`src/hw/rtl/dfu_pkg.sv`:
```
// Shared types, codes and helpers for the DFU controller.
`timescale 1ns / 1ps
package dfu_pkg;

    localparam int BUFFER_BYTES_DEF = 128;

    // item classes after the front end
    localparam logic [1:0] K_REQ  = 2'd0;
    localparam logic [1:0] K_DATA = 2'd1;
    localparam logic [1:0] K_CMP  = 2'd2;

    // class request codes
    localparam logic [2:0] RQ_DETACH    = 3'd0;
    localparam logic [2:0] RQ_DNLOAD    = 3'd1;
    localparam logic [2:0] RQ_UPLOAD    = 3'd2;
    localparam logic [2:0] RQ_GETSTATUS = 3'd3;
    localparam logic [2:0] RQ_CLRSTATUS = 3'd4;
    localparam logic [2:0] RQ_GETSTATE  = 3'd5;
    localparam logic [2:0] RQ_ABORT     = 3'd6;

    // DFU states
    localparam logic [3:0] ST_IDLE          = 4'd2;
    localparam logic [3:0] ST_DNLOAD_SYNC   = 4'd3;
    localparam logic [3:0] ST_DNBUSY        = 4'd4;
    localparam logic [3:0] ST_DNLOAD_IDLE   = 4'd5;
    localparam logic [3:0] ST_MANIFEST_SYNC = 4'd6;
    localparam logic [3:0] ST_MANIFEST      = 4'd7;
    localparam logic [3:0] ST_UPLOAD_IDLE   = 4'd9;
    localparam logic [3:0] ST_ERROR         = 4'd10;

    // memory operations
    localparam logic [2:0] OP_NONE  = 3'd0;
    localparam logic [2:0] OP_ERASE = 3'd1;
    localparam logic [2:0] OP_PROG  = 3'd2;
    localparam logic [2:0] OP_READ  = 3'd3;
    localparam logic [2:0] OP_LIST  = 3'd4;

    localparam logic [7:0]  CMD_SET_ADDRESS = 8'h21;
    localparam logic [7:0]  CMD_ERASE_PAGE  = 8'h41;
    localparam logic [6:0]  REQ_TYPE_CLASS  = 7'h21;
    localparam logic [23:0] BUSY_POLL_MS    = 24'd100;

    // config register indexes
    localparam logic [1:0] CFG_LOADER_START = 2'd0;
    localparam logic [1:0] CFG_APP_START    = 2'd1;
    localparam logic [1:0] CFG_APP_LAST     = 2'd2;

    localparam logic [31:0] LOADER_START_RST = 32'h0800_0000;
    localparam logic [31:0] APP_START_RST    = 32'h0800_4000;
    localparam logic [31:0] APP_LAST_RST     = 32'h0801_FFFF;

    typedef struct packed {
        logic [1:0]  cls;
        logic        supported;
        logic [2:0]  code;
        logic [15:0] block_value;
        logic [15:0] request_length;
        logic [7:0]  data_byte;
    } item_t;

    typedef struct packed {
        logic        start_app;
        logic [15:0] mem_data;
        logic [31:0] mem_addr;
        logic [2:0]  mem_op;
        logic [3:0]  dfu_state_out;
        logic [23:0] poll_timeout;
        logic [3:0]  status_code;
        logic [7:0]  reply_length;
        logic        handled;
    } result_t;

    // span [base, base+len) inside [low, last], no wrap
    function automatic logic span_ok(input logic [31:0] base, input logic [31:0] low,
                                     input logic [31:0] last, input logic [7:0] len);
        logic [32:0] hi_end;
        logic [32:0] lim;
        hi_end = {1'b0, base} + {25'd0, len};
        lim    = {1'b0, last} + 33'd1;
        return (base >= low) && (hi_end <= lim);
    endfunction

endpackage

```
`src/hw/rtl/dfu_front.sv`:
```
// Front end: accepts items, classifies them and queues them for the back end.
`timescale 1ns / 1ps
module dfu_front (
    input  logic            aclk,
    input  logic            aresetn,
    input  logic            s_tvalid,
    output logic            s_tready,
    input  logic [55:0]     s_tdata,
    input  logic [1:0]      s_tuser,
    output logic            q_valid,
    output dfu_pkg::item_t  q_item,
    input  logic            q_pop
);

    dfu_pkg::item_t fifo_reg [2];
    logic           wr_ptr_reg;
    logic           rd_ptr_reg;
    logic [1:0]     count_reg;
    dfu_pkg::item_t item;
    logic           push;

    always_comb begin
        item.cls            = s_tuser;
        item.supported      = (s_tdata[6:0] == dfu_pkg::REQ_TYPE_CLASS) &&
                              (s_tdata[15:8] <= 8'd6);
        item.code           = s_tdata[10:8];
        item.block_value    = s_tdata[31:16];
        item.request_length = s_tdata[47:32];
        item.data_byte      = s_tdata[55:48];
    end

    assign s_tready = (count_reg != 2'd2);
    // unused kind is taken and dropped here
    assign push     = s_tvalid && s_tready && (s_tuser != 2'd3);
    assign q_valid  = (count_reg != 2'd0);
    assign q_item   = fifo_reg[rd_ptr_reg];

    always_ff @(posedge aclk) begin
        if (push) begin
            fifo_reg[wr_ptr_reg] <= item;
        end
    end

    always_ff @(posedge aclk) begin
        if (!aresetn) begin
            wr_ptr_reg <= 1'b0;
            rd_ptr_reg <= 1'b0;
            count_reg  <= 2'd0;
        end else begin
            if (push) begin
                wr_ptr_reg <= ~wr_ptr_reg;
            end
            if (q_pop && q_valid) begin
                rd_ptr_reg <= ~rd_ptr_reg;
            end
            count_reg <= count_reg + {1'b0, push} - {1'b0, q_pop && q_valid};
        end
    end

    a_count_max: assert property (@(posedge aclk) disable iff (!aresetn)
        count_reg <= 2'd2) else $error("queue overflow");
    a_no_push_full: assert property (@(posedge aclk) disable iff (!aresetn)
        (count_reg == 2'd2) |-> !push) else $error("push into full queue");
    a_no_pop_empty: assert property (@(posedge aclk) disable iff (!aresetn)
        (count_reg == 2'd0) |=> (count_reg <= 2'd1)) else $error("pop from empty queue");

endmodule

```
`src/hw/rtl/dfu_back.sv`:
```
// Back end: DFU state, block buffer, address checks and result register.
`timescale 1ns / 1ps
module dfu_back #(
    parameter int BUFFER_BYTES = dfu_pkg::BUFFER_BYTES_DEF
) (
    input  logic            aclk,
    input  logic            aresetn,
    input  logic            q_valid,
    input  dfu_pkg::item_t  q_item,
    output logic            q_pop,
    input  logic [31:0]     loader_start,
    input  logic [31:0]     app_start,
    input  logic [31:0]     app_last,
    output logic            out_valid,
    output dfu_pkg::result_t out_res,
    output logic            out_last,
    input  logic            out_ready
);

    localparam int HALF = (BUFFER_BYTES + 1) / 2;
    localparam int HW_W = (HALF > 1) ? $clog2(HALF) : 1;
    localparam logic [7:0]  BB8  = 8'(BUFFER_BYTES);
    localparam logic [31:0] BB32 = 32'(BUFFER_BYTES);

    localparam logic [2:0] B_IDLE   = 3'd0;
    localparam logic [2:0] B_ADDR   = 3'd1;
    localparam logic [2:0] B_EXEC   = 3'd2;
    localparam logic [2:0] B_PRG_RD = 3'd3;
    localparam logic [2:0] B_PRG_OUT = 3'd4;

    logic [2:0]  bst_reg, bst_next;
    logic [3:0]  dfu_state_reg;
    logic [7:0]  buf_len_reg;
    logic [7:0]  fill_reg;
    logic [15:0] block_reg;
    logic [31:0] addr_ptr_reg;
    logic [31:0] base_reg;
    logic [7:0]  idx_reg;
    logic [7:0]  head_reg [5];
    dfu_pkg::item_t cur_reg;

    logic [7:0] mem_e [HALF];
    logic [7:0] mem_o [HALF];
    logic [7:0] rd_e_reg;
    logic [7:0] rd_o_reg;

    logic             out_valid_reg;
    logic             out_last_reg;
    dfu_pkg::result_t out_res_reg;
    logic             can_load;

    logic             data_wr;
    logic [31:0]      buf_word;
    logic [15:0]      blk_sel;
    logic [31:0]      blk_off;

    dfu_pkg::result_t ex_res;
    logic [3:0]       ex_state;
    logic             ex_emit;
    logic             ex_prg;
    logic             ex_set_addr;
    logic [7:0]       idx_nx;

    dfu_pkg::result_t prg_res;
    logic             prg_last;
    logic             load_ex;
    logic             load_prg;

    assign can_load  = !out_valid_reg || out_ready;
    assign out_valid = out_valid_reg;
    assign out_res   = out_res_reg;
    assign out_last  = out_last_reg;
    assign q_pop     = (bst_reg == B_IDLE) && q_valid;
    assign data_wr   = q_pop && (q_item.cls == dfu_pkg::K_DATA) && (fill_reg < buf_len_reg);
    assign buf_word  = {head_reg[4], head_reg[3], head_reg[2], head_reg[1]};
    assign blk_sel   = (cur_reg.cls == dfu_pkg::K_REQ) ? cur_reg.block_value : block_reg;
    assign blk_off   = ({16'd0, blk_sel} - 32'd2) * BB32;
    assign idx_nx    = idx_reg + 8'd2;
    assign prg_last  = ({1'b0, idx_nx} >= {1'b0, buf_len_reg});
    assign load_ex   = (bst_reg == B_EXEC) && can_load && ex_emit;
    assign load_prg  = (bst_reg == B_PRG_OUT) && can_load;

    // buffer, split into even and odd byte lanes so a half-word reads in one go
    always_ff @(posedge aclk) begin
        if (data_wr && !fill_reg[0]) begin
            mem_e[fill_reg[HW_W:1]] <= q_item.data_byte;
        end
        if (data_wr && fill_reg[0]) begin
            mem_o[fill_reg[HW_W:1]] <= q_item.data_byte;
        end
        if (bst_reg == B_PRG_RD) begin
            rd_e_reg <= mem_e[idx_reg[HW_W:1]];
            rd_o_reg <= mem_o[idx_reg[HW_W:1]];
        end
    end

    // copy of the first bytes for the block-zero commands
    always_ff @(posedge aclk) begin
        if (!aresetn) begin
            for (int k = 0; k < 5; k++) begin
                head_reg[k] <= 8'd0;
            end
        end else if (data_wr && fill_reg < 8'd5) begin
            head_reg[fill_reg[2:0]] <= q_item.data_byte;
        end
    end

    always_comb begin
        ex_res             = '0;
        ex_state           = dfu_state_reg;
        ex_emit            = 1'b1;
        ex_prg             = 1'b0;
        ex_set_addr        = 1'b0;
        if (cur_reg.cls == dfu_pkg::K_REQ) begin
            if (cur_reg.supported) begin
                ex_res.handled = 1'b1;
                case (cur_reg.code)
                    dfu_pkg::RQ_DETACH: ex_state = dfu_pkg::ST_MANIFEST_SYNC;
                    dfu_pkg::RQ_DNLOAD: begin
                        ex_state = (cur_reg.request_length == 16'd0) ?
                                   dfu_pkg::ST_MANIFEST_SYNC : dfu_pkg::ST_DNLOAD_SYNC;
                    end
                    dfu_pkg::RQ_UPLOAD: begin
                        ex_state = dfu_pkg::ST_UPLOAD_IDLE;
                        if (cur_reg.block_value == 16'd0) begin
                            ex_res.mem_op       = dfu_pkg::OP_LIST;
                            ex_res.reply_length = 8'd3;
                        end else if (dfu_pkg::span_ok(base_reg, loader_start,
                                                      app_last, BB8)) begin
                            ex_res.mem_op       = dfu_pkg::OP_READ;
                            ex_res.mem_addr     = base_reg;
                            ex_res.reply_length = BB8;
                        end else begin
                            ex_state = dfu_pkg::ST_ERROR;
                        end
                    end
                    dfu_pkg::RQ_GETSTATUS: begin
                        if (dfu_state_reg == dfu_pkg::ST_DNLOAD_SYNC) begin
                            ex_state            = dfu_pkg::ST_DNBUSY;
                            ex_res.poll_timeout = dfu_pkg::BUSY_POLL_MS;
                        end else if (dfu_state_reg == dfu_pkg::ST_MANIFEST_SYNC) begin
                            ex_state = dfu_pkg::ST_MANIFEST;
                        end
                        ex_res.reply_length = 8'd6;
                    end
                    dfu_pkg::RQ_CLRSTATUS: begin
                        if (dfu_state_reg == dfu_pkg::ST_ERROR) begin
                            ex_state = dfu_pkg::ST_IDLE;
                        end
                    end
                    dfu_pkg::RQ_GETSTATE: ex_res.reply_length = 8'd1;
                    default: ex_state = dfu_pkg::ST_IDLE;
                endcase
            end
        end else begin
            if (dfu_state_reg == dfu_pkg::ST_DNBUSY) begin
                ex_state = dfu_pkg::ST_DNLOAD_IDLE;
                if (block_reg == 16'd0) begin
                    if (head_reg[0] == dfu_pkg::CMD_ERASE_PAGE) begin
                        if (dfu_pkg::span_ok(base_reg, app_start, app_last, BB8)) begin
                            ex_res.mem_op   = dfu_pkg::OP_ERASE;
                            ex_res.mem_addr = base_reg;
                        end
                    end else if (head_reg[0] == dfu_pkg::CMD_SET_ADDRESS) begin
                        ex_set_addr = 1'b1;
                    end
                end else if (buf_len_reg != 8'd0 &&
                             dfu_pkg::span_ok(base_reg, app_start, app_last, buf_len_reg)) begin
                    ex_prg  = 1'b1;
                    ex_emit = 1'b0;
                end
            end else if (dfu_state_reg == dfu_pkg::ST_MANIFEST) begin
                ex_state         = dfu_pkg::ST_IDLE;
                ex_res.start_app = 1'b1;
            end
        end
        ex_res.dfu_state_out = ex_state;
    end

    // one program half-word result, odd tail padded with 0xFF
    always_comb begin
        prg_res               = '0;
        prg_res.mem_op        = dfu_pkg::OP_PROG;
        prg_res.mem_addr      = base_reg + {24'd0, idx_reg};
        prg_res.mem_data      = {((idx_reg + 8'd1) < buf_len_reg) ? rd_o_reg : 8'hFF,
                                 rd_e_reg};
        prg_res.dfu_state_out = dfu_state_reg;
    end

    always_comb begin
        bst_next = bst_reg;
        case (bst_reg)
            B_IDLE: begin
                if (q_valid && q_item.cls != dfu_pkg::K_DATA) begin
                    bst_next = B_ADDR;
                end
            end
            B_ADDR: bst_next = B_EXEC;
            B_EXEC: begin
                if (can_load) begin
                    bst_next = ex_prg ? B_PRG_RD : B_IDLE;
                end
            end
            B_PRG_RD: bst_next = B_PRG_OUT;
            B_PRG_OUT: begin
                if (can_load) begin
                    bst_next = prg_last ? B_IDLE : B_PRG_RD;
                end
            end
            default: bst_next = B_IDLE;
        endcase
    end

    always_ff @(posedge aclk) begin
        if (q_pop) begin
            cur_reg <= q_item;
        end
        if (bst_reg == B_ADDR) begin
            base_reg <= (cur_reg.cls == dfu_pkg::K_CMP && block_reg == 16'd0) ?
                        buf_word : addr_ptr_reg + blk_off;
        end
    end

    always_ff @(posedge aclk) begin
        if (!aresetn) begin
            bst_reg       <= B_IDLE;
            dfu_state_reg <= dfu_pkg::ST_IDLE;
            buf_len_reg   <= 8'd0;
            fill_reg      <= 8'd0;
            block_reg     <= 16'd0;
            addr_ptr_reg  <= 32'd0;
            idx_reg       <= 8'd0;
            out_valid_reg <= 1'b0;
            out_last_reg  <= 1'b0;
            out_res_reg   <= '0;
        end else begin
            bst_reg <= bst_next;
            if (load_ex || load_prg) begin
                out_valid_reg <= 1'b1;
                out_last_reg  <= load_ex ? 1'b1 : prg_last;
                out_res_reg   <= load_ex ? ex_res : prg_res;
            end else if (out_ready) begin
                out_valid_reg <= 1'b0;
            end
            if (data_wr) begin
                fill_reg <= fill_reg + 8'd1;
            end
            if (bst_reg == B_EXEC && can_load) begin
                dfu_state_reg <= ex_state;
                if (ex_set_addr) begin
                    addr_ptr_reg <= buf_word;
                end
                if (cur_reg.cls == dfu_pkg::K_REQ && cur_reg.supported &&
                    cur_reg.code == dfu_pkg::RQ_DNLOAD && cur_reg.request_length != 16'd0) begin
                    block_reg   <= cur_reg.block_value;
                    buf_len_reg <= (cur_reg.request_length > {8'd0, BB8}) ?
                                   BB8 : cur_reg.request_length[7:0];
                    fill_reg    <= 8'd0;
                end
                idx_reg <= 8'd0;
            end
            if (load_prg) begin
                idx_reg <= idx_nx;
            end
        end
    end

    a_fill_bound: assert property (@(posedge aclk) disable iff (!aresetn)
        fill_reg <= buf_len_reg) else $error("fill index past buffer length");
    a_prg_state: assert property (@(posedge aclk) disable iff (!aresetn)
        (bst_reg == B_PRG_OUT) |-> (dfu_state_reg == dfu_pkg::ST_DNLOAD_IDLE &&
                                    idx_reg < buf_len_reg))
        else $error("program step out of place");
    a_no_overwrite: assert property (@(posedge aclk) disable iff (!aresetn)
        (out_valid_reg && !out_ready) |=> ($stable(out_res_reg) && out_valid_reg))
        else $error("result overwritten");

endmodule

```
`src/hw/rtl/dfu_download_upload_controller.sv`:
```
// Top level of the DFU download/upload controller.
// Data byte: written into the block buffer when the back end pops it (one queue stage).
// Request: result passes the queue, address and decide steps (decide into output register).
// Completion with programming: each half-word is read, then output; m_tready low stalls it.
// The two-entry queue takes new items while the back end works.
// Reset (aresetn low, synchronous): dfuIDLE, lengths, block and pointer cleared, queue empty.
`timescale 1ns / 1ps
module dfu_download_upload_controller #(
    parameter int BUFFER_BYTES = dfu_pkg::BUFFER_BYTES_DEF
) (
    input  logic        aclk,
    input  logic        aresetn,
    input  logic        s_tvalid,
    output logic        s_tready,
    // request_type[7:0], request_code[15:8], block_value[31:16],
    // request_length[47:32], data_byte[55:48]
    input  logic [55:0] s_tdata,
    // kind[1:0]
    input  logic [1:0]  s_tuser,
    input  logic        cfg_valid,
    output logic        cfg_ready,
    input  logic [1:0]  cfg_index,
    input  logic [31:0] cfg_data,
    output logic        m_tvalid,
    input  logic        m_tready,
    // handled[0], reply_length[8:1], status_code[12:9], poll_timeout[36:13],
    // dfu_state_out[40:37], mem_op[43:41], mem_addr[75:44], mem_data[91:76],
    // start_app[92], zero[95:93]
    output logic [95:0] m_tdata,
    output logic        m_tlast
);

    logic             q_valid;
    logic             q_pop;
    dfu_pkg::item_t   q_item;
    dfu_pkg::result_t res;
    logic [31:0]      loader_start_reg;
    logic [31:0]      app_start_reg;
    logic [31:0]      app_last_reg;

    assign cfg_ready = 1'b1;

    always_ff @(posedge aclk) begin
        if (!aresetn) begin
            loader_start_reg <= dfu_pkg::LOADER_START_RST;
            app_start_reg    <= dfu_pkg::APP_START_RST;
            app_last_reg     <= dfu_pkg::APP_LAST_RST;
        end else if (cfg_valid) begin
            case (cfg_index)
                dfu_pkg::CFG_LOADER_START: loader_start_reg <= cfg_data;
                dfu_pkg::CFG_APP_START:    app_start_reg    <= cfg_data;
                dfu_pkg::CFG_APP_LAST:     app_last_reg     <= cfg_data;
                default: ;
            endcase
        end
    end

    dfu_front u_front (
        .aclk     (aclk),
        .aresetn  (aresetn),
        .s_tvalid (s_tvalid),
        .s_tready (s_tready),
        .s_tdata  (s_tdata),
        .s_tuser  (s_tuser),
        .q_valid  (q_valid),
        .q_item   (q_item),
        .q_pop    (q_pop)
    );

    dfu_back #(.BUFFER_BYTES(BUFFER_BYTES)) u_back (
        .aclk         (aclk),
        .aresetn      (aresetn),
        .q_valid      (q_valid),
        .q_item       (q_item),
        .q_pop        (q_pop),
        .loader_start (loader_start_reg),
        .app_start    (app_start_reg),
        .app_last     (app_last_reg),
        .out_valid    (m_tvalid),
        .out_res      (res),
        .out_last     (m_tlast),
        .out_ready    (m_tready)
    );

    assign m_tdata = {3'd0, res.start_app, res.mem_data, res.mem_addr, res.mem_op,
                      res.dfu_state_out, res.poll_timeout, res.status_code,
                      res.reply_length, res.handled};

endmodule
```
`config.mk`:
```
export PLATFORM = sky130hd
export DESIGN_NAME = dfu_download_upload_controller
export DESIGN_NICKNAME = d
export VERILOG_FILES = /design/src/hw/rtl/dfu_pkg.sv /design/src/hw/rtl/dfu_front.sv /design/src/hw/rtl/dfu_back.sv /design/src/hw/rtl/dfu_download_upload_controller.sv
export SDC_FILE = /design/constraint.sdc
export NUM_CORES = 2
export LEC_CHECK = 0
export CORE_UTILIZATION = 69
export DETAILED_ROUTE_END_ITERATION = 6
export DONT_BUFFER_PORTS = 1
export GPL_TIMING_DRIVEN = 0
export PLACE_DENSITY = 0.87
export SETUP_SLACK_MARGIN = 0.4
export SLEW_MARGIN = 15
export SYNTH_ARGS = -nofsm -noshare
export SYNTH_HDL_FRONTEND = slang
export SYNTH_SLANG_ARGS = --single-unit
```
`constraint.sdc`:
```
create_clock -name aclk -period 12.05 [get_ports aclk]
set_input_delay 0.6025 -clock aclk [delete_from_list [all_inputs] [get_ports aclk]]
set_output_delay 0.6025 -clock aclk [all_outputs]
set_load 0.005 [all_outputs]
```
### Yosys cells after proc, flatten, opt, wreduce, memory -nomap -nowiden

Memory sizes are Yosys's and may differ from the RTL's. A register that Yosys moved wholly into a read port is not among the register bits.
Index checks and enable logic that the tools add are counted.

* register bits after elaboration: 344
* bits in writable memories: 1156
* bits of input ports: 97
* logic and storage cells: 209
* memories kept: 4

* $add $sub $neg: 11
* order comparisons: 10
* equal/unequal tests: 27
* mux-type cells: 80
* bitwise logic cells: 2
* reductions and logical operators: 45

Memory list
* u_back.mem_e: words 64, bits a word 8, rd ports 1, clocked after memory_dff 1, wr ports 1, RTL line dfu_back.sv:42 `logic [7:0] mem_e [HALF];`
* u_back.mem_o: words 64, bits a word 8, rd ports 1, clocked after memory_dff 1, wr ports 1, RTL line dfu_back.sv:43 `logic [7:0] mem_o [HALF];`
* u_front.fifo_reg: words 2, bits a word 46, rd ports 1, clocked after memory_dff 1, wr ports 1, RTL line dfu_front.sv:15 `dfu_pkg::item_t fifo_reg [2];`
* u_back.head_reg: words 5, bits a word 8, rd ports 5, clocked after memory_dff 0, wr ports 5, RTL line dfu_back.sv:39 `logic [7:0] head_reg [5];`

Operator list (number)
* $mux 35: 8
* $mux 93: 1
* $mux 8: 10
* $mux 24: 3
* $le 33x33->1: 2
* $ge 32x32->1: 2
* $mux 32: 2
* $logic_not 16->1: 3
* $add 32x1->33 const B: 1
* $add 32x8->33: 1
* $add 32x8->33 const B: 1
* $add 32x32->32: 1
* $add 32x8->32: 1
* $mux 1: 32
* $mux 4: 8
* $pmux 4 s6: 1
* $pmux 8 s3: 1
* $logic_and 1x1->1: 22
* $mux 3: 6
* $mux 9: 2
* $sub 16x2->17 const B: 1
* $add 8x1->8 const B: 2
* $gt 16x8->1 const B: 1
* $lt 8x8->1: 2
* 34 further kinds: 61

### Logic depth before layout (Yosys ltp)

* depth after elaboration: 11
* mapped depth: 24
* depth with buffers taken out: 22

### Hierarchy

From an unflattened synthesis, not the netlist that was laid out.

* cell total of the unflattened synthesis: 4201
* area, all modules: 64969.8 um^2

By module, submodules not included
* dfu_back: times used 1, cells an instance 3641, area an instance 57493.9 um^2, seq. area each 37375.8 um^2
* dfu_download_upload_controller: times used 1, cells an instance 381, area an instance 3822.4 um^2, seq. area each 1921.8 um^2
* dfu_front: times used 1, cells an instance 179, area an instance 3653.5 um^2, seq. area each 2862.7 um^2

### Worst setup path before layout

No wires, ideal clock.

* path type: reg2reg
* start: register u_back.bst_reg[2]
* end: memory u_back.mem_o[24][0] (enable)
* arrival time: 6.483 ns
* required time: 11.680 ns
* setup slack: 5.197 ns
* stages on the path, launching flop included: 10
* buffers on the path: 1
* path through: dfxtp_1 clkbuf_1 nor4_1 and3_1 o21ai_0 inv_2 ha_1 nor2b_1 nand2_1 nor2_1

* word-level cells in the longest chain between the ends: 7

Ends and longest elaborated chain
* from (decl): RTL line dfu_back.sv:31 `logic [2:0] bst_reg, bst_next;`
* from (signal assigned): RTL line dfu_back.sv:237 `bst_reg <= bst_next;`
* $logic_not 3->1: RTL line dfu_back.sv:73 `assign q_pop = (bst_reg == B_IDLE) && q_valid;`
* $logic_and 1x1->1: RTL line dfu_back.sv:73
* net q_pop: RTL line dfu_download_upload_controller.sv:34 `logic q_pop;`
* $logic_and 1x1->1 (2 in series): RTL line dfu_back.sv:74 `assign data_wr = q_pop && (q_item.cls == dfu_pkg::K_DATA) && (fill_reg < buf_len_reg);`
* $logic_and 1x1->1: RTL line dfu_back.sv:88 `if (data_wr && fill_reg[0]) begin`
* $mux 1: RTL line dfu_back.sv:88
* $mux 1 (not written as such): RTL line dfu_back.sv:89 `mem_o[fill_reg[HW_W:1]] <= q_item.data_byte;`
* to (decl): RTL line dfu_back.sv:43

The timed path passes the listed nets, and every way through them passes these cells.

### Worst setup path after layout

* start: register u_back.base_reg[1]
* end: register u_back.out_res_reg, in the netlist u_back.out_res[67]

* word-level cells in the longest chain between the ends: 10
* elaborated cells between the ends (all ways): 27

Ends and longest elaborated chain
* from (decl): RTL line dfu_back.sv:37 `logic [31:0] base_reg;`
* from (signal assigned): RTL line dfu_back.sv:219 `base_reg <= (cur_reg.cls == dfu_pkg::K_CMP && block_reg == 16'd0) ?`
* $add 32x8->33: RTL line dfu_pkg.sv:78 `hi_end = {1'b0, base} + {25'd0, len};`
* $le 33x33->1: RTL line dfu_pkg.sv:80 `return (base >= low) && (hi_end <= lim);`
* $logic_and 1x1->1: RTL line dfu_pkg.sv:80
* $logic_and 1x1->1: RTL line dfu_back.sv:167 `end else if (buf_len_reg != 8'd0 &&`
* $mux 1: RTL line dfu_back.sv:167
* $mux 1: RTL line dfu_back.sv:158 `if (block_reg == 16'd0) begin`
* $mux 1: RTL line dfu_back.sv:156 `if (dfu_state_reg == dfu_pkg::ST_DNBUSY) begin`
* $mux 1: RTL line dfu_back.sv:114 `if (cur_reg.cls == dfu_pkg::K_REQ) begin`
* $logic_and 1x1->1: RTL line dfu_back.sv:80 `assign load_ex = (bst_reg == B_EXEC) && can_load && ex_emit;`
* $mux 93 / $logic_or 1x1->1 (equally long branches): RTL line dfu_back.sv:241, dfu_back.sv:238
* to (signal assigned): RTL line dfu_back.sv:241 `out_res_reg <= load_ex ? ex_res : prg_res;`
* to (decl): RTL line dfu_back.sv:49 `dfu_pkg::result_t out_res_reg;`

Parallel ways exist; a longest one is shown, timed or not.
A chain may end at the register's enable or synchronous reset.

==> flow_summary_export.csv <==
group,metric,value,unit
setup_path,worst-r2r-setup-slack,5.20,ns
run,timing.max_cap.violations,0,
detailed_routing,dr_total_vias,44041,
timing,relSlewSlack,10.0,%
setup_path,worstSetupEndpoint,"u_back.out_res[67]$_SDFFE_PN0P_",
worst_hold_path,timing.hold.worst.class,"in -> reg",
grt,antenna_found_initial,28,
detailed_routing,route.layer.met1.wl,66.7,mm
timing,report.final.hold_viol_count,0,
setup_path,crit_reg_reg_startpoint,"u_back.base_reg[1]$_DFFE_PP_",
floorplanning,die-width,307,um
logic_synthesis,synthArstFlopShare,0,%
cells_and_area,layout_common_cells,"1,242 x sky130_fd_sc_hd__edfxtp_1, 424 x sky130_fd_sc_hd__nand2_1, 358 x sky130_fd_sc_hd__nor2_1, 336 x sky130_fd_sc_hd__mux4_2, 243 x sky130_fd_sc_hd__dfxtp_1",
logic_synthesis,synthXorXnorAreaFrac,1.84,%
placement,dpl.cell_count,5546,
grt,overflow,0,
grt,grt_start_max_net_pins,97,
clock_tree,holdBufCountCts,77,
timing,timing.fmax,146,MHz
outcome,violations,"DRC",
setup_path,r2r.worst_path.cells,22,
logic_synthesis,postSynthRegisterBits,1485,
timing,finalSetupTns,0,ns
timing,period_minus_slack,6.85,ns
setup_path,worst_path_arrival_time,7.59,ns
detailed_routing,routed_wirelength,225,mm
power,p_leak,23.8,nW
timing,worst_slew_pin_slew,1.35,ns
logic_synthesis,synth_compound_gate_area_share,4.91,%
clock_tree,cts_tree,"built",
floorplanning,die-area,94300,sq um
logic_synthesis,post_synth_num_cell_types,89,
floorplanning,core,91900,sq um
logic_synthesis,postSynth.topFlopCell,"sky130_fd_sc_hd__edfxtp_1",
detailed_routing,drt_pre_antenna_iters,7,
worst_hold_path,whs_path_depth,2,
logic_synthesis,netlist_instances,4252,
detailed_routing,detailedRoute.firstIterationViolations,7634,
timing,final_min_period_over_clock_period,56.9,%
cells_and_area,fill_cells,4840,
floorplanning,io_pins,197,
floorplanning,die_y,307,um
clock_tree,clock_insertion_delay_worst_skew,0.86,ns
setup_path,reg2reg_to,"u_back.out_res[67]$_SDFFE_PN0P_",
floorplanning,initial_utilization,69.8,%
placement,place.port_buffers,0,
logic_synthesis,synthesis.area,64200,sq um
clock_tree,clk_transition_reported_paths,0.06,ns
detailed_routing,per_cell_routed_wire_length,38.1,um
placement,dpl.hpwl,132,mm
logic_synthesis,synth_top_family_by_area,"multiplexers",
logic_synthesis,post_synth_fa_ha_maj_area_fraction,3.96,%
setup_path,worstSetupStartpointType,"flip-flop",
timing,final_max_slew_viol_count,0,
placement,gpl_congestion,1.00,
timing,setup_viol,0,
logic_synthesis,synth_simple_gate_area_share,7.84,%
grt,grt_pass1_vias,42346,
clock_tree,clock-sinks,1485,
setup_path,critical_path_required,12.79,ns
clock_tree,cts.htree.levels,4,
logic_synthesis,muxShareOfSynthArea,13.3,%
cells_and_area,stdcell_count,5906,
logic_synthesis,synth.avg_cell_area,15.1,sq um
detailed_routing,route.antenna.remaining_nets,0,
grt,global_route.usage.total,48.4,%
cells_and_area,fin_nets,4825,
detailed_routing,highest_metal_layer_used_by_the_detailed_router,"met5",
detailed_routing,route.detailed.drc,39,
power,vdd_drop_max,0.219,mV
floorplanning,placementRows,111,
timing,holdWs,0.0135,ns
logic_synthesis,ys_seq_area_share,65.7,%
logic_synthesis,yosysWarnings,0,
timing,grt_setup_unrepaired,"false",
cells_and_area,syn2layout_area_growth,11.7,%
clock_tree,cts_resized,0,
clock_tree,cts-buffers-inserted,144,
clock_tree,post-cts-setup-buffers,0,
clock_tree,ctsRootBufferMaster,"sky130_fd_sc_hd__clkbuf_16",
outcome,outcome,"complete, but fails checks",
cells_and_area,drive_above_1_share,15.2,%
grt,grt_pass1_wl,314,mm
timing,finClkSkew,0.0766,ns
setup_path,critPathLaunch,"u_back.base_reg[1]$_DFFE_PP_",
setup_path,timing.critical_path.fanout_max,10,
detailed_routing,post_drt_via_cell_ratio,7.46,
power,power_per_cell_area,185,nW/um^2
power,fin_total_pwr,13.2,mW
cells_and_area,most_common_cell_after_layout_fill_and_taps_aside,"sky130_fd_sc_hd__edfxtp_1",
detailed_routing,met3RoutedLength,31.1,mm
detailed_routing,met2_wirelength,103,mm
logic_synthesis,post_synth_edffs,1242,
setup_path,critical_path_class,"reg -> reg",
setup_path,kind_of_capture_point_of_the_worst_setup_path,"flip-flop",
clock_tree,clock_path_buffers,3,
## routing by layer
metal | vias to the layer above | global-route usage, %
met5 | - | 0.0517
met4 | 28 | 39.2
met3 | 1406 | 18.0
met2 | 4652 | 75.0
met1 | 21161 | 54.0
li1 | 16794 | -
## critical path, cell delays in order (launching register included)
cell and delay [ns]:
sky130_fd_sc_hd__edfxtp_1 0.64, sky130_fd_sc_hd__ha_1 0.40, sky130_fd_sc_hd__a21o_1 0.14, sky130_fd_sc_hd__a21oi_1 0.10, sky130_fd_sc_hd__o21ai_0 0.16, sky130_fd_sc_hd__a21o_1 0.17
sky130_fd_sc_hd__a21oi_1 0.10, sky130_fd_sc_hd__o21ai_0 0.52, sky130_fd_sc_hd__and3_1 0.29, sky130_fd_sc_hd__clkbuf_1 0.46, sky130_fd_sc_hd__nand3_1 0.19, sky130_fd_sc_hd__xnor2_1 0.17
sky130_fd_sc_hd__ha_1 0.31, sky130_fd_sc_hd__nand4_1 0.16, sky130_fd_sc_hd__nor4_1 0.67, sky130_fd_sc_hd__a211oi_1 0.23, sky130_fd_sc_hd__o211ai_1 0.16, sky130_fd_sc_hd__o211a_1 0.37
sky130_fd_sc_hd__o31a_1 0.43, sky130_fd_sc_hd__buf_6 0.22, sky130_fd_sc_hd__nand3_1 0.26, sky130_fd_sc_hd__o21ai_0 0.43, sky130_fd_sc_hd__o211a_1 0.20
## worst min-delay path by stage
stage / start / to / slack (ns)
floorplan: app_start_reg[10]$_SDFFE_PN0P_ / app_start_reg[10]$_SDFFE_PN0P_ / 0.44
global placement: loader_start_reg[25]$_SDFFE_PN0P_ / loader_start_reg[25]$_SDFFE_PN0P_ / 0.44
detailed placement: loader_start_reg[26]$_SDFFE_PN0P_ / loader_start_reg[26]$_SDFFE_PN0P_ / 0.45
CTS: cfg_data[26] / app_last_reg[26]$_SDFFE_PN0P_ / 0.02
global route: cfg_data[25] / app_last_reg[25]$_SDFFE_PN0P_ / 0.006
finish: cfg_data[26] / app_last_reg[26]$_SDFFE_PN0P_ / 0.01
## kinds of logic (layout without fill, tap and decap cells)
family | count (synthesis) | after routing
AND/OR/NAND/NOR | 1128 | 1128
flip-flops | 1485 | 1485
adder cells (fa/ha/maj) | 202 | 202
AO/OA/AOI/OAI | 505 | 505
buffers and inverters | 366 | 724
other | 2 | 55
multiplexers | 429 | 429
XOR/XNOR | 135 | 135
## Yosys cell counts, drive strengths merged, types with 6 or more instances
master | number | share of area [%]
and2 | 14 | 0.14
o21bai | 9 | 0.11
nand3b | 7 | 0.082
nand2b | 18 | 0.19
a32o | 6 | 0.094
a22oi | 7 | 0.082
o31ai | 10 | 0.15
mux4 | 336 | 12
ha | 200 | 3.9
a211oi | 13 | 0.15
o21a | 22 | 0.26
mux2 | 38 | 0.67
or2 | 6 | 0.058
nor2 | 360 | 2.1
o21ai | 78 | 0.61
nor3b | 7 | 0.082
nand2 | 424 | 2.5
clkbuf | 156 | 0.91
a2111oi | 6 | 0.084
or3 | 9 | 0.088
o22ai | 14 | 0.14
a21o | 32 | 0.37
xor2 | 70 | 0.96
and3 | 26 | 0.25
nand3 | 90 | 0.71
a31oi | 16 | 0.16
nor2b | 16 | 0.16
a21oi | 226 | 1.8
nor4 | 23 | 0.23
nand4 | 45 | 0.44
inv | 114 | 0.67
o211ai | 12 | 0.14
nor3 | 58 | 0.49
dfxtp | 243 | 7.6
a211o | 8 | 0.11
xnor2 | 65 | 0.89
buf | 95 | 0.87
mux2i | 55 | 0.86
edfxtp | 1242 | 58
or4 | 8 | 0.099
## where the power goes
part / switching [mW] / internal (mW) / leakage (nW)
sequential: 0.256 / 6.05 / 13.2
combinational: 1.52 / 0.715 / 8.28
clock: 2.21 / 2.49 / 2.27
total: 3.99 / 9.25 / 23.8
## cell type report
cell class / instances / area (sq um) / share of cell area, %
Sequential cell: 1485 / 42200 / 58.8
Multi-Input combinational cell: 2432 / 20600 / 28.7
Clock buffer: 185 / 3840 / 5.35
Tap cell: 1243 / 1560 / 2.17
Buffer: 251 / 1150 / 1.60
Timing Repair Buffer: 97 / 1070 / 1.50
Clock inverter: 76 / 826 / 1.15
Inverter: 115 / 454 / 0.633
Antenna cell: 22 / 55.1 / 0.0768
## metrics by stage
step	instance area, sq um	worst slack, ns	utilization, %
after floorplan	64300	5.20	-
after global placement	65900	2.23	71.6
after detailed placement	66200	5.55	72.0
after CTS	71600	5.50	77.9
after global routing	71700	4.85	77.9
final	71700	5.20	78.0
(Power assumes the default switching activity.)
